## config.mk

```make
export PLATFORM = sky130hd
export DESIGN_NAME = hdmi_scanline_list_sequencer_flat
export DESIGN_NICKNAME = d
export VERILOG_FILES = /design/src/rtl/hsls_pkg.sv /design/src/rtl/hsls_ifaces.sv /design/src/rtl/hsls_line_decode.sv /design/src/rtl/hdmi_scanline_list_sequencer.sv /design/src/flat_wrapper.sv
export SDC_FILE = /design/constraint.sdc
export NUM_CORES = 1
export LEC_CHECK = 0
export ABC_AREA = 1
export BUFFER_PORTS_ARGS = -buffer_cell sky130_fd_sc_hd__buf_2
export CELL_PAD_IN_SITES_DETAIL_PLACEMENT = 1
export CELL_PAD_IN_SITES_GLOBAL_PLACEMENT = 2
export CORE_MARGIN = 2
export CORE_UTILIZATION = 38
export CTS_BUF_LIST = sky130_fd_sc_hd__clkbuf_16
export DETAILED_ROUTE_END_ITERATION = 7
export GPL_TIMING_DRIVEN = 0
export PLACE_DENSITY_LB_ADDON = 0.25
export SYNTH_ARGS = -nofsm -noshare
export SYNTH_HDL_FRONTEND = slang
export SYNTH_SLANG_ARGS = --single-unit
```

## constraint.sdc

```tcl
create_clock -name i_clk -period 9.3 [get_ports i_clk]
set_input_delay 0 -clock i_clk [delete_from_list [all_inputs] [get_ports i_clk]]
set_output_delay 0 -clock i_clk [all_outputs]
set_load 0.05 [all_outputs]
```

## src/rtl/hsls_pkg.sv

```systemverilog
// Shared types, codes and reset constants for the scanline list sequencer.
`timescale 1ns / 1ps
`default_nettype none

package hsls_pkg;

    // Default build parameters
    localparam int LINE_BITS_DEF  = 12;
    localparam int ACR_PERIOD_DEF = 4;

    // Fixed field widths of the ports
    localparam int LINE_NUM_W = 12;
    localparam int VIS_W      = 11;
    localparam int FRAME_W    = 32;
    localparam int CFG_IDX_W  = 3;
    localparam int CFG_DATA_W = 11;

    // Configuration register indexes
    localparam logic [CFG_IDX_W-1:0] CFG_DVI_ONLY     = 3'd0;
    localparam logic [CFG_IDX_W-1:0] CFG_FRONT_PORCH  = 3'd1;
    localparam logic [CFG_IDX_W-1:0] CFG_SYNC_LINES   = 3'd2;
    localparam logic [CFG_IDX_W-1:0] CFG_BACK_PORCH   = 3'd3;
    localparam logic [CFG_IDX_W-1:0] CFG_ACTIVE_LINES = 3'd4;

    // Register reset values
    localparam logic       RST_DVI_ONLY     = 1'b0;
    localparam logic [7:0] RST_FRONT_PORCH  = 8'd10;
    localparam logic [7:0] RST_SYNC_LINES   = 8'd2;
    localparam logic [7:0] RST_BACK_PORCH   = 8'd33;
    localparam logic [10:0] RST_ACTIVE_LINES = 11'd480;

    // Scanline counter start value after reset
    localparam int SCAN_RST = 2;

    // Command list codes
    typedef enum logic [3:0] {
        LC_DVI_BLANK    = 4'd0,
        LC_DVI_VSYNC    = 4'd1,
        LC_DVI_ACTIVE   = 4'd2,
        LC_ACR_VSYNC    = 4'd3,
        LC_INFO_VSYNC   = 4'd4,
        LC_ACTIVE_AUDIO = 4'd5,
        LC_ACTIVE_NULL  = 4'd6,
        LC_PIXELS       = 4'd7,
        LC_ACR_BLANK    = 4'd8,
        LC_AVI          = 4'd9,
        LC_BLANK_AUDIO  = 4'd10,
        LC_BLANK_NULL   = 4'd11
    } t_list_code;

    // Vertical timing registers
    typedef struct packed {
        logic        dvi_only;
        logic [7:0]  vert_front_porch;
        logic [7:0]  vert_sync_lines;
        logic [7:0]  vert_back_porch;
        logic [10:0] vert_active_lines;
    } t_timing;

    // Per-event decision from the line decoder
    typedef struct packed {
        t_list_code       list_code;
        logic             build_buffer;
        logic [VIS_W-1:0] visible_line;
        logic             pixel_request;
        logic             frame_start;
        logic             audio_taken;
        logic             scheduler_tick;
    } t_decision;

endpackage : hsls_pkg

`default_nettype wire

```

## src/rtl/hsls_ifaces.sv

```systemverilog
// Valid/ready channel interfaces for events, results and register writes.
`timescale 1ns / 1ps
`default_nettype none

interface hsls_in_if;
    logic valid;
    logic ready;
    logic audio_packet_ready;

    modport source (output valid, output audio_packet_ready, input ready);
    modport sink   (input valid, input audio_packet_ready, output ready);
endinterface : hsls_in_if

interface hsls_out_if;
    logic        valid;
    logic        ready;
    logic        finished_channel;
    logic [3:0]  list_code;
    logic        build_buffer;
    logic [11:0] line_number;
    logic [10:0] visible_line;
    logic        pixel_request;
    logic        frame_start;
    logic        audio_taken;
    logic        scheduler_tick;
    logic [31:0] frames_sent;

    modport source (
        output valid, input ready,
        output finished_channel, output list_code, output build_buffer,
        output line_number, output visible_line, output pixel_request,
        output frame_start, output audio_taken, output scheduler_tick,
        output frames_sent
    );
    modport sink (
        input valid, output ready,
        input finished_channel, input list_code, input build_buffer,
        input line_number, input visible_line, input pixel_request,
        input frame_start, input audio_taken, input scheduler_tick,
        input frames_sent
    );
endinterface : hsls_out_if

interface hsls_cfg_if;
    logic        valid;
    logic        ready;
    logic [2:0]  index;
    logic [10:0] data;

    modport source (output valid, output index, output data, input ready);
    modport sink   (input valid, input index, input data, output ready);
endinterface : hsls_cfg_if

`default_nettype wire

```

## src/rtl/hsls_line_decode.sv

```systemverilog
// Scanline region decode, list selection and counter advance for one event.
`timescale 1ns / 1ps
`default_nettype none

module hsls_line_decode
    import hsls_pkg::*;
#(
    parameter int  LINE_BITS        = LINE_BITS_DEF,
    parameter int  ACR_PERIOD_LINES = ACR_PERIOD_DEF,
    localparam int PH_W             = (ACR_PERIOD_LINES > 1) ? $clog2(ACR_PERIOD_LINES) : 1
) (
    input  var t_timing              i_timing,
    input  wire [LINE_BITS-1:0]      i_scan,
    input  wire [PH_W-1:0]           i_phase,
    input  wire                      i_posted,
    input  wire                      i_pong,
    input  wire                      i_audio,
    output t_decision                o_dec,
    output logic [LINE_BITS-1:0]     o_scan_next,
    output logic [PH_W-1:0]          o_phase_next,
    output logic                     o_posted_next
);

    localparam int CW   = (LINE_BITS > LINE_NUM_W) ? LINE_BITS : LINE_NUM_W;

    logic [7:0]          sync_start;
    logic [8:0]          bp_start;
    logic [9:0]          act_start;
    logic [11:0]         total;
    logic [CW-1:0]       s_ext;
    logic                hdmi;
    logic                in_front;
    logic                in_vsync;
    logic                in_back;
    logic                in_active;
    logic                acr;
    logic                fstart;
    logic [LINE_BITS-1:0] nxt;
    logic [LINE_BITS-1:0] adv;

    // Region boundaries from the timing registers
    assign sync_start = i_timing.vert_front_porch;
    assign bp_start   = {1'b0, sync_start} + {1'b0, i_timing.vert_sync_lines};
    assign act_start  = {1'b0, bp_start} + {2'b00, i_timing.vert_back_porch};
    assign total      = {2'b00, act_start} + {1'b0, i_timing.vert_active_lines};

    assign s_ext     = CW'(i_scan);
    assign hdmi      = !i_timing.dvi_only;
    assign in_front  = s_ext < CW'(sync_start);
    assign in_vsync  = !in_front && (s_ext < CW'(bp_start));
    assign in_back   = (s_ext >= CW'(bp_start)) && (s_ext < CW'(act_start));
    assign in_active = !in_front && !in_vsync && !in_back;
    assign acr       = in_back && (i_phase == '0);
    assign fstart    = in_vsync && (s_ext == CW'(sync_start));

    // Select the list and side flags
    always_comb begin
        o_dec                = '0;
        o_dec.list_code      = LC_DVI_BLANK;
        o_dec.scheduler_tick = hdmi && !i_posted;
        o_dec.frame_start    = fstart;
        o_posted_next        = i_posted;
        if (in_active) begin
            o_dec.visible_line = VIS_W'(s_ext - CW'(act_start));
        end
        if (in_vsync) begin
            if (!hdmi) begin
                o_dec.list_code = LC_DVI_VSYNC;
            end else if (fstart) begin
                o_dec.list_code = LC_ACR_VSYNC;
            end else begin
                o_dec.list_code = LC_INFO_VSYNC;
            end
        end else if (in_active && !i_posted) begin
            o_dec.pixel_request = 1'b1;
            o_posted_next       = 1'b1;
            if (!hdmi) begin
                o_dec.list_code = LC_DVI_ACTIVE;
            end else if (i_audio) begin
                o_dec.list_code    = LC_ACTIVE_AUDIO;
                o_dec.audio_taken  = 1'b1;
                o_dec.build_buffer = i_pong;
            end else begin
                o_dec.list_code = LC_ACTIVE_NULL;
            end
        end else if (in_active) begin
            o_dec.list_code = LC_PIXELS;
            o_posted_next   = 1'b0;
        end else begin
            if (!hdmi) begin
                o_dec.list_code = LC_DVI_BLANK;
            end else if (acr) begin
                o_dec.list_code = LC_ACR_BLANK;
            end else if (i_scan == '0) begin
                o_dec.list_code = LC_AVI;
            end else if (i_audio) begin
                o_dec.list_code    = LC_BLANK_AUDIO;
                o_dec.audio_taken  = 1'b1;
                o_dec.build_buffer = i_pong;
            end else begin
                o_dec.list_code = LC_BLANK_NULL;
            end
        end
    end

    // Advance the counter and its ACR phase unless a pixel list is posted; wrap to line 0 at the frame total
    assign nxt = i_scan + LINE_BITS'(1);
    assign adv = (CW'(nxt) >= CW'(total)) ? '0 : nxt;

    always_comb begin
        o_scan_next  = i_scan;
        o_phase_next = i_phase;
        if (!o_posted_next) begin
            o_scan_next = adv;
            if (adv == '0 || i_phase == PH_W'(ACR_PERIOD_LINES - 1)) begin
                o_phase_next = '0;
            end else begin
                o_phase_next = i_phase + PH_W'(1);
            end
        end
    end

endmodule : hsls_line_decode

`default_nettype wire

```

## src/rtl/hdmi_scanline_list_sequencer.sv

```systemverilog
// Path: an accepted event passes through the input register, then the result register, and is
// held longer only while the sink stalls.
// Throughput: one event per cycle; the input register takes a new event while a result waits.
// Unless the sink stalls, the rate is set by the combinational line decode between the registers.
// Reset (synchronous, active low): scanline 2, ping channel next, no list posted,
// frame count 0, timing registers 0/10/2/33/480, both registers empty.
`timescale 1ns / 1ps
`default_nettype none

module hdmi_scanline_list_sequencer
    import hsls_pkg::*;
#(
    parameter int LINE_BITS        = LINE_BITS_DEF,
    parameter int ACR_PERIOD_LINES = ACR_PERIOD_DEF
) (
    input  wire         i_clk,
    input  wire         i_rst_n,
    hsls_cfg_if.sink    i_cfg,
    hsls_in_if.sink     i_in,
    hsls_out_if.source  o_out
);

    localparam int PH_W   = (ACR_PERIOD_LINES > 1) ? $clog2(ACR_PERIOD_LINES) : 1;
    localparam int PH_RST = SCAN_RST % ACR_PERIOD_LINES;

    t_timing              r_cfg;
    logic                 r_in_valid;
    logic                 r_in_audio;
    logic                 r_out_valid;
    logic [LINE_BITS-1:0] r_scan;
    logic [PH_W-1:0]      r_phase;
    logic                 r_posted;
    logic                 r_pong;
    logic [FRAME_W-1:0]   r_frames;

    logic [LINE_BITS-1:0] n_scan;
    logic [PH_W-1:0]      n_phase;
    logic                 n_posted;
    logic [FRAME_W-1:0]   n_frames;
    t_decision            dec;
    logic                 move;

    // Handshakes
    assign move        = r_in_valid && (!r_out_valid || o_out.ready);
    assign i_in.ready  = !r_in_valid || move;
    assign i_cfg.ready = 1'b1;

    // Configuration register writes
    always_ff @(posedge i_clk) begin
        if (!i_rst_n) begin
            r_cfg.dvi_only          <= RST_DVI_ONLY;
            r_cfg.vert_front_porch  <= RST_FRONT_PORCH;
            r_cfg.vert_sync_lines   <= RST_SYNC_LINES;
            r_cfg.vert_back_porch   <= RST_BACK_PORCH;
            r_cfg.vert_active_lines <= RST_ACTIVE_LINES;
        end else if (i_cfg.valid) begin
            case (i_cfg.index)
                CFG_DVI_ONLY:     r_cfg.dvi_only          <= i_cfg.data[0];
                CFG_FRONT_PORCH:  r_cfg.vert_front_porch  <= i_cfg.data[7:0];
                CFG_SYNC_LINES:   r_cfg.vert_sync_lines   <= i_cfg.data[7:0];
                CFG_BACK_PORCH:   r_cfg.vert_back_porch   <= i_cfg.data[7:0];
                CFG_ACTIVE_LINES: r_cfg.vert_active_lines <= i_cfg.data[10:0];
                default: ;
            endcase
        end
    end

    // Hold the incoming event until it moves to the result register
    always_ff @(posedge i_clk) begin
        if (!i_rst_n) begin
            r_in_valid <= 1'b0;
        end else if (i_in.valid && i_in.ready) begin
            r_in_valid <= 1'b1;
        end else if (move) begin
            r_in_valid <= 1'b0;
        end
    end

    always_ff @(posedge i_clk) begin
        if (i_in.valid && i_in.ready) begin
            r_in_audio <= i_in.audio_packet_ready;
        end
    end

    // Decode the held event against the current sequencer state
    hsls_line_decode #(
        .LINE_BITS        (LINE_BITS),
        .ACR_PERIOD_LINES (ACR_PERIOD_LINES)
    ) u_decode (
        .i_timing      (r_cfg),
        .i_scan        (r_scan),
        .i_phase       (r_phase),
        .i_posted      (r_posted),
        .i_pong        (r_pong),
        .i_audio       (r_in_audio),
        .o_dec         (dec),
        .o_scan_next   (n_scan),
        .o_phase_next  (n_phase),
        .o_posted_next (n_posted)
    );

    assign n_frames = r_frames + FRAME_W'(dec.frame_start);

    // Advance the sequencer state on each transfer into the result register
    always_ff @(posedge i_clk) begin
        if (!i_rst_n) begin
            r_scan   <= LINE_BITS'(SCAN_RST);
            r_phase  <= PH_W'(PH_RST);
            r_posted <= 1'b0;
            r_pong   <= 1'b0;
            r_frames <= '0;
        end else if (move) begin
            r_scan   <= n_scan;
            r_phase  <= n_phase;
            r_posted <= n_posted;
            r_pong   <= !r_pong;
            r_frames <= n_frames;
        end
    end

    // Result register
    always_ff @(posedge i_clk) begin
        if (!i_rst_n) begin
            r_out_valid <= 1'b0;
        end else if (move) begin
            r_out_valid <= 1'b1;
        end else if (o_out.ready) begin
            r_out_valid <= 1'b0;
        end
    end

    always_ff @(posedge i_clk) begin
        if (move) begin
            o_out.finished_channel <= r_pong;
            o_out.list_code        <= dec.list_code;
            o_out.build_buffer     <= dec.build_buffer;
            o_out.line_number      <= LINE_NUM_W'(r_scan);
            o_out.visible_line     <= dec.visible_line;
            o_out.pixel_request    <= dec.pixel_request;
            o_out.frame_start      <= dec.frame_start;
            o_out.audio_taken      <= dec.audio_taken;
            o_out.scheduler_tick   <= dec.scheduler_tick;
            o_out.frames_sent      <= n_frames;
        end
    end

    assign o_out.valid = r_out_valid;

    // Checks
    a_pong_toggles: assert property (@(posedge i_clk) disable iff (!i_rst_n)
        move |=> (r_pong != $past(r_pong)))
        else $error("channel selector did not toggle on a transfer");

    a_scan_holds_on_head: assert property (@(posedge i_clk) disable iff (!i_rst_n)
        (move && n_posted) |=> (r_scan == $past(r_scan)))
        else $error("scanline advanced after an active line head");

    a_frames_follow_start: assert property (@(posedge i_clk) disable iff (!i_rst_n)
        move |=> (r_frames == $past(r_frames) + FRAME_W'($past(dec.frame_start))))
        else $error("frame count moved without a frame start");

    a_taken_has_audio_list: assert property (@(posedge i_clk) disable iff (!i_rst_n)
        (o_out.valid && o_out.audio_taken) |->
            (o_out.list_code == LC_ACTIVE_AUDIO || o_out.list_code == LC_BLANK_AUDIO))
        else $error("audio taken on a list without audio");

    a_held_event_kept: assert property (@(posedge i_clk) disable iff (!i_rst_n)
        (r_in_valid && !move) |=> r_in_valid)
        else $error("held event dropped before transfer");

endmodule : hdmi_scanline_list_sequencer

`default_nettype wire
```

## src/flat_wrapper.sv

```systemverilog
// flat-port wrapper written by rule: the top's interface ports become plain ports
module hdmi_scanline_list_sequencer_flat import hsls_pkg::*;
#(
    parameter int LINE_BITS        = LINE_BITS_DEF,
    parameter int ACR_PERIOD_LINES = ACR_PERIOD_DEF
)
  (i_clk, i_rst_n, i_cfg_valid, i_cfg_index, i_cfg_data, i_cfg_ready, i_in_valid, i_in_audio_packet_ready, i_in_ready, o_out_valid, o_out_ready, o_out_finished_channel, o_out_list_code, o_out_build_buffer, o_out_line_number, o_out_visible_line, o_out_pixel_request, o_out_frame_start, o_out_audio_taken, o_out_scheduler_tick, o_out_frames_sent);
  hsls_cfg_if i_cfg_i ();
  hsls_in_if i_in_i ();
  hsls_out_if o_out_i ();
  input  wire i_clk;
  input  wire i_rst_n;
  input wire logic [$bits(i_cfg_i.valid)-1:0] i_cfg_valid;
  input wire logic [$bits(i_cfg_i.index)-1:0] i_cfg_index;
  input wire logic [$bits(i_cfg_i.data)-1:0] i_cfg_data;
  output wire logic [$bits(i_cfg_i.ready)-1:0] i_cfg_ready;
  input wire logic [$bits(i_in_i.valid)-1:0] i_in_valid;
  input wire logic [$bits(i_in_i.audio_packet_ready)-1:0] i_in_audio_packet_ready;
  output wire logic [$bits(i_in_i.ready)-1:0] i_in_ready;
  output wire logic [$bits(o_out_i.valid)-1:0] o_out_valid;
  input wire logic [$bits(o_out_i.ready)-1:0] o_out_ready;
  output wire logic [$bits(o_out_i.finished_channel)-1:0] o_out_finished_channel;
  output wire logic [$bits(o_out_i.list_code)-1:0] o_out_list_code;
  output wire logic [$bits(o_out_i.build_buffer)-1:0] o_out_build_buffer;
  output wire logic [$bits(o_out_i.line_number)-1:0] o_out_line_number;
  output wire logic [$bits(o_out_i.visible_line)-1:0] o_out_visible_line;
  output wire logic [$bits(o_out_i.pixel_request)-1:0] o_out_pixel_request;
  output wire logic [$bits(o_out_i.frame_start)-1:0] o_out_frame_start;
  output wire logic [$bits(o_out_i.audio_taken)-1:0] o_out_audio_taken;
  output wire logic [$bits(o_out_i.scheduler_tick)-1:0] o_out_scheduler_tick;
  output wire logic [$bits(o_out_i.frames_sent)-1:0] o_out_frames_sent;
  assign i_cfg_i.valid = i_cfg_valid;
  assign i_cfg_i.index = i_cfg_index;
  assign i_cfg_i.data = i_cfg_data;
  assign i_cfg_ready = i_cfg_i.ready;
  assign i_in_i.valid = i_in_valid;
  assign i_in_i.audio_packet_ready = i_in_audio_packet_ready;
  assign i_in_ready = i_in_i.ready;
  assign o_out_valid = o_out_i.valid;
  assign o_out_i.ready = o_out_ready;
  assign o_out_finished_channel = o_out_i.finished_channel;
  assign o_out_list_code = o_out_i.list_code;
  assign o_out_build_buffer = o_out_i.build_buffer;
  assign o_out_line_number = o_out_i.line_number;
  assign o_out_visible_line = o_out_i.visible_line;
  assign o_out_pixel_request = o_out_i.pixel_request;
  assign o_out_frame_start = o_out_i.frame_start;
  assign o_out_audio_taken = o_out_i.audio_taken;
  assign o_out_scheduler_tick = o_out_i.scheduler_tick;
  assign o_out_frames_sent = o_out_i.frames_sent;
  hdmi_scanline_list_sequencer #(.LINE_BITS(LINE_BITS), .ACR_PERIOD_LINES(ACR_PERIOD_LINES)) u_core (.i_clk(i_clk), .i_rst_n(i_rst_n), .i_cfg(i_cfg_i), .i_in(i_in_i), .o_out(o_out_i));
endmodule
```

# Word-level counts from Yosys, hierarchy flattened
# Cells that the tools add are included.
# W data, S select, Z words.
op_classes:
  addsub: 7
  magnitude_cmp: 5
  eq_ne: 6
  mux: 34
  n_bitwise: 1
  reduce_logical: 33
op_table:
  columns: ["op", "n"]
  rows:
  - ["$add A32 B1 Y32", 1]
  - ["$logic_not A12 Y1", 2]
  - ["$mux W1", 22]
  - ["$mux W4", 4]
  - ["$add A10 B11 Y12", 1]
  - ["$add A12 B1 Y12 const B", 1]
  - ["$eq A12 B8 Y1", 1]
  - ["$ge A12 B12 Y1", 1]
  - ["$ge A12 B9 Y1", 1]
  - ["$lt A12 B10 Y1", 1]
  - ["$lt A12 B8 Y1", 1]
  - ["$lt A12 B9 Y1", 1]
  - ["$mux W12", 1]
  - ["$reduce_and A2 Y1", 6]
  - ["$sub A11 B10 Y11", 1]
  - ["$add A9 B8 Y10", 1]
  - ["$logic_and A1 B1 Y1", 10]
  - ["$add A8 B8 Y9", 1]
  - ["$logic_not A1 Y1", 8]
  - ["$mux W2", 4]
  - ["$eq A3 B2 Y1 const B", 2]
  - ["$mux W3", 2]
  - ["$mux W5", 1]
  - ["$reduce_bool A2 Y1", 2]
  - ["other kinds (8)", 10]
word_totals:
  register_bits: 152
  inputBits: 20
  out_inout_bits: 68
  wordCells: 109

# Depth between registers and ports, before layout
depth:
  depth_word: 11
  ltp_mapped: 36
  depth_no_buf: 35

# Modules after synthesis
# Synthesis repeated with hierarchy kept, for this count alone.
hier_totals:
  cells_unflattened: 1243
  hier_area_um2: 9416.5
modules_own_cells:
  columns: ["mod", "n_inst", "cells_each", "area_per_inst_um2", "seq_area_each_um2"]
  rows:
  - ["hdmi_scanline_list_sequencer", 1, 690, 6135.9, 3703.6]
  - ["hsls_line_decode", 1, 553, 3280.6, 0.0]

# Worst setup path before layout
# Ideal clock, no wire load.
synth_timing:
  kind: "register -> register"
  from: "register u_core.r_cfg[19] in the netlist's numbering"
  to: "register u_core.r_phase[1]"
  setup_time_ps: 115
  t_arrival_ps: 4553
  required_ps: 9185
  slack_ps: 4632
  stages_incl_launch_ff: 33
  n_path_buf: 1
  period_less_slack_ps: 4668
  cell_sequence: "dfxtp_1 > ha_1 > fa_1 > a21oi_1 > o21ai_0 > a21oi_1 > o21ai_0 > xor2_1 > inv_1 > ha_1 > inv_1 > o21ai_0 > xor2_1 > inv_1 > ha_1 > inv_1 > o21ai_0 > inv_1 > o2111ai_1 > xnor2_1 > ha_1 > nand2_1 > nor2_1 > inv_1 > nor2_1 > nand2_1 > clkbuf_1 > nand3_1 > nand2_1 > nor2_1 > nand3_1 > nand3_1 > nand2_1"
synth_between:
  elab_chain_cells: 11
  elab_cells_between_ends: 23
  cone_classes: "add/sub (3); order compare (4); mux (5); bitwise (1); reduce/logical (10)"
synth_rtl:
  columns: ["item", "line", "rtl"]
  rows:
  - ["from (decl)", "hdmi_scanline_list_sequencer.sv:26", "t_timing r_cfg;"]
  - ["$add A8 B8 Y9 (*)", "hsls_line_decode.sv:43", "assign bp_start = {1'b0, sync_start} + {1'b0, i_timing.vert_sync_lines};"]
  - ["branches (longest 10 deep; another with $add A10 B11 Y12)", null, null]
  - ["to (signal assigned)", "hdmi_scanline_list_sequencer.sv:108", "r_phase <= PH_W'(PH_RST);"]
  - ["to (signal assigned)", "hdmi_scanline_list_sequencer.sv:114", "r_phase <= n_phase;"]
  - ["to (decl)", "hdmi_scanline_list_sequencer.sv:31", "logic [PH_W-1:0] r_phase;"]
# Every way passes the cells marked *.
# A chain may end at the register's enable or synchronous reset.

# Worst setup path after layout
layout_timing:
  from: "register u_core.r_cfg[27] in the netlist's numbering"
  to: "register u_core.r_phase[1]"
layout_between:
  elab_chain_cells: 11
  elab_cells_between_ends: 25
  cone_classes: "add/sub (3); order compare (5); mux (5); bitwise (1); reduce/logical (11)"
layout_rtl:
  columns: ["item"]
  rows:
  - ["branches (longest 11 deep; another with $add A10 B11 Y12)"]
# Several ways; the timed one is not identified.

==> flow_summary.ini <==
[status]
run_status = finished, final reports clean

[setup_path]
crit_arrival_ps = 6280
crit_path_start_kind = register
critPathMostFrequentCell = nand2_1
end_kind = register
worstSetupPathType = reg2reg
critPathMaxFanout = 10
cpPeakStageDelay_ps = 450
cp.required_ps = 9620
crit_slowest_cell = xor2_1

[power_and_ir_drop]
peakVddDrop_uv = 150.9
switching_share = 0.4541
power_frac_comb = 0.457
p_int_mw = 1.621
power_density_nw_per_um2 = 277.5
p_leak_nw = 5.136
clockPowerShare = 0.228
p_switching_mw = 1.348
p_seq_frac = 0.315

[place]
portBuffers = 85
globalplace.congestion = 0.8314
place_hpwl_um = 20880
pre_cts_ws_ps = 3317

[clock_tree]
cts-resized-gates = 0
ctsHoldBuffers = 20
cts_tree = done
clock_sinks = 152
numCtsBuffers = 17
root_buffer = clkbuf_16
htree_levels = 4
clock_latency_ps = 430
clkTransAtPathRegs_ps = 70
post_cts_buffers = 0
clk_path_buf_depth = 2

[timing]
slew_viol_final = 0
finClkSkew_ps = 10.86
worstMarginPinSlew_ps = 884.6
slew_headroom = 0.4057
setup_violations = 0
period_share = 0.6410
fin_tns_setup_ps = 0
fin_ws_ps = 3339
fmax_mhz = 167.8
grt_setup_unrepaired = false
period_needed_ps = 5961
hold_violations = 0

[routing]
dr.pass1.iters = 4
viasPerCell = 4.875
drt_iter0_drc = 362
wl_per_cell_um = 16.60
vias = 7839
routed_wl_um = 26700
ant_nets = 0
drc = 0

[layout]
fin_nets = 1375
antenna_cells = 0
drive_gt1_frac = 0.1327
synthToLayoutAreaGrowth_pct = 17.75

[die]
die_h_um = 158.6
fp.dieArea_um2 = 25170
die_x_um = 158.6
start_util = 0.3872
fp-row-count = 56
ios = 88
fp.coreArea_um2 = 23470

[global_route]
grtUsageTotal = 0.2192
antenna_found_initial = 0
grt_pass1_vias = 7812
grt_remaining_overflow = 0
grt_max_degree = 45
grt_pass1_wl_um = 41910

[yosys]
seq_area_frac_synth = 0.4075
synth-async-reset-ratio = 0
syn_area_um2 = 9087
ys_warn_count = 0
synth-edff-count = 66
synth_cell_types = 48
syn-instance-count = 1151
synthFlopType = dfxtp_1
synth_area_per_cell_um2 = 7.895
synth_nets = 1250
synth_seq_cells = 152

[min_path]
hold_class = in2reg

[run]
maxCapViolCount = 0
[state kept, by name (all words and copies together), names as in the netlist]
| name | count |
|---|---|
| u_core.o_out.frame_start | 1 |
| u_core.r_pong | 1 |
| u_core.o_out.build_buffer | 1 |
| u_core.o_out.scheduler_tick | 1 |
| u_core.r_in_audio | 1 |
| u_core.o_out.line_number | 12 |
| u_core.o_out.valid | 1 |
| u_core.r_phase | 2 |
| u_core.o_out.pixel_request | 1 |
| u_core.r_posted | 1 |
| u_core.r_scan | 12 |
| u_core.o_out.audio_taken | 1 |
| u_core.r_frames | 32 |
| u_core.o_out.finished_channel | 1 |
| u_core.o_out.visible_line | 11 |
| u_core.r_in_valid | 1 |
| u_core.o_out.frames_sent | 32 |
| u_core.o_out.list_code | 4 |
| u_core.r_cfg | 36 |
[critical path: cells and delay by family (launching register included)]
family	cells	cell delay, ps
AOI/OAI and AO/OA	8	1420
xor gates and xnor gates	2	710
adders and majority gates	5	1410
buffers and inverters	6	660
DFF	1	400
and+or+nand+nor	12	1240
[synthesized netlist by cell type, types with 5 or more instances]
cell | number | share of area
nand2_1 | 224 | 0.093
inv_1 | 172 | 0.071
nor2_1 | 136 | 0.056
dfxtp_1 | 86 | 0.19
a21oi_1 | 78 | 0.043
ha_1 | 75 | 0.10
o21ai_0 | 67 | 0.037
edfxtp_1 | 66 | 0.22
nand3_1 | 57 | 0.031
xor2_1 | 46 | 0.044
clkbuf_1 | 18 | 0.0074
nand4_1 | 18 | 0.012
nor3_1 | 12 | 0.0066
o21ai_1 | 11 | 0.0061
a21oi_2 | 9 | 0.0087
inv_2 | 7 | 0.0029
nand2_2 | 7 | 0.0048
nor2_2 | 6 | 0.0041
xnor2_1 | 5 | 0.0048
[through the flow]
stage          std cells  area (µm²)    util  hold WS, ps  power [mW]
6_report            1608       10700  0.4559        28.27       2.969
5_1_grt             1608       10700  0.4559        125.8       3.209
4_1_cts             1608       10700  0.4559        34.08       2.997
3_5_place_dp        1556        9936  0.4233        187.7       2.310
3_3_place_gp        1555        9912  0.4223        183.4       2.269
2_1_floorplan       1151        9087       -        98.87       1.945
[cells in the final DEF, fill, tap and decap left out, types with 6 or more instances in the layout]
cell type and instances:
nand3_1 57, a21oi_1 78, o21ai_0 67, nand2_2 7, nand4_1 18, ha_1 75, o21ai_1 11, xor2_1 46
nor2_1 136, nand2_1 224, buf_2 86, dlygate4sd3_1 20, nor3_1 12, nor2_2 6, clkbuf_16 17, edfxtp_1 66
a21oi_2 9, clkbuf_1 17, inv_1 172, dfxtp_1 86, inv_2 7
[power by group through the flow]
stage	Sequential (mW)	Clock [mW]	Combinational (mW)
2_1_floorplan	1.07	0	0.879
3_3_place_gp	0.950	0	1.32
3_5_place_dp	0.953	0	1.36
4_1_cts	0.938	0.688	1.37
5_1_grt	0.951	0.711	1.55
6_report	0.936	0.676	1.36
[final timing paths]
path,start,cells after the start,to,slack [ps]
worst max-delay path,u_core.r_cfg[27],33,u_core.r_phase[1],3340
worst max register to register,u_core.r_cfg[27],33,u_core.r_phase[1],3340
worst min-delay path,i_cfg_valid,6,u_core.r_cfg[10],30
worst min register to register,u_core.r_cfg[5],2,u_core.r_cfg[5],480
[layer usage]
| metal | part of all wire | track usage | vias up |
|---|---|---|---|
| li1 | - | - | 4004 |
| met5 | 0 | 0 | - |
| met2 | 0.45 | 0.3558 | 114 |
| met1 | 0.51 | 0.3134 | 3704 |
| met4 | 0.011 | 0.04891 | 0 |
| met3 | 0.026 | 0.02477 | 17 |
[logic make-up after synthesis]
kind of cell | synth area share
adder cells (fa/ha/maj) | 0.1121
buffers and inverters | 0.08812
other | 0.0004127
XOR/XNOR | 0.05094
AND/OR/NAND/NOR | 0.2321
flip-flops | 0.4075
AO/OA/AOI/OAI | 0.1088
[cell type report]
class / instances / area, µm²
inverters: 180 / 683.2
fillers: 2895 / 12770
well taps: 319 / 399.1
repair buffers: 106 / 645.6
clock buffers: 17 / 425.4
clock inverters: 15 / 138.9
plain buffers: 25 / 121.4
multi-input cells: 794 / 4583
flip-flops and latches: 152 / 3704
(Power assumes the default switching activity.)
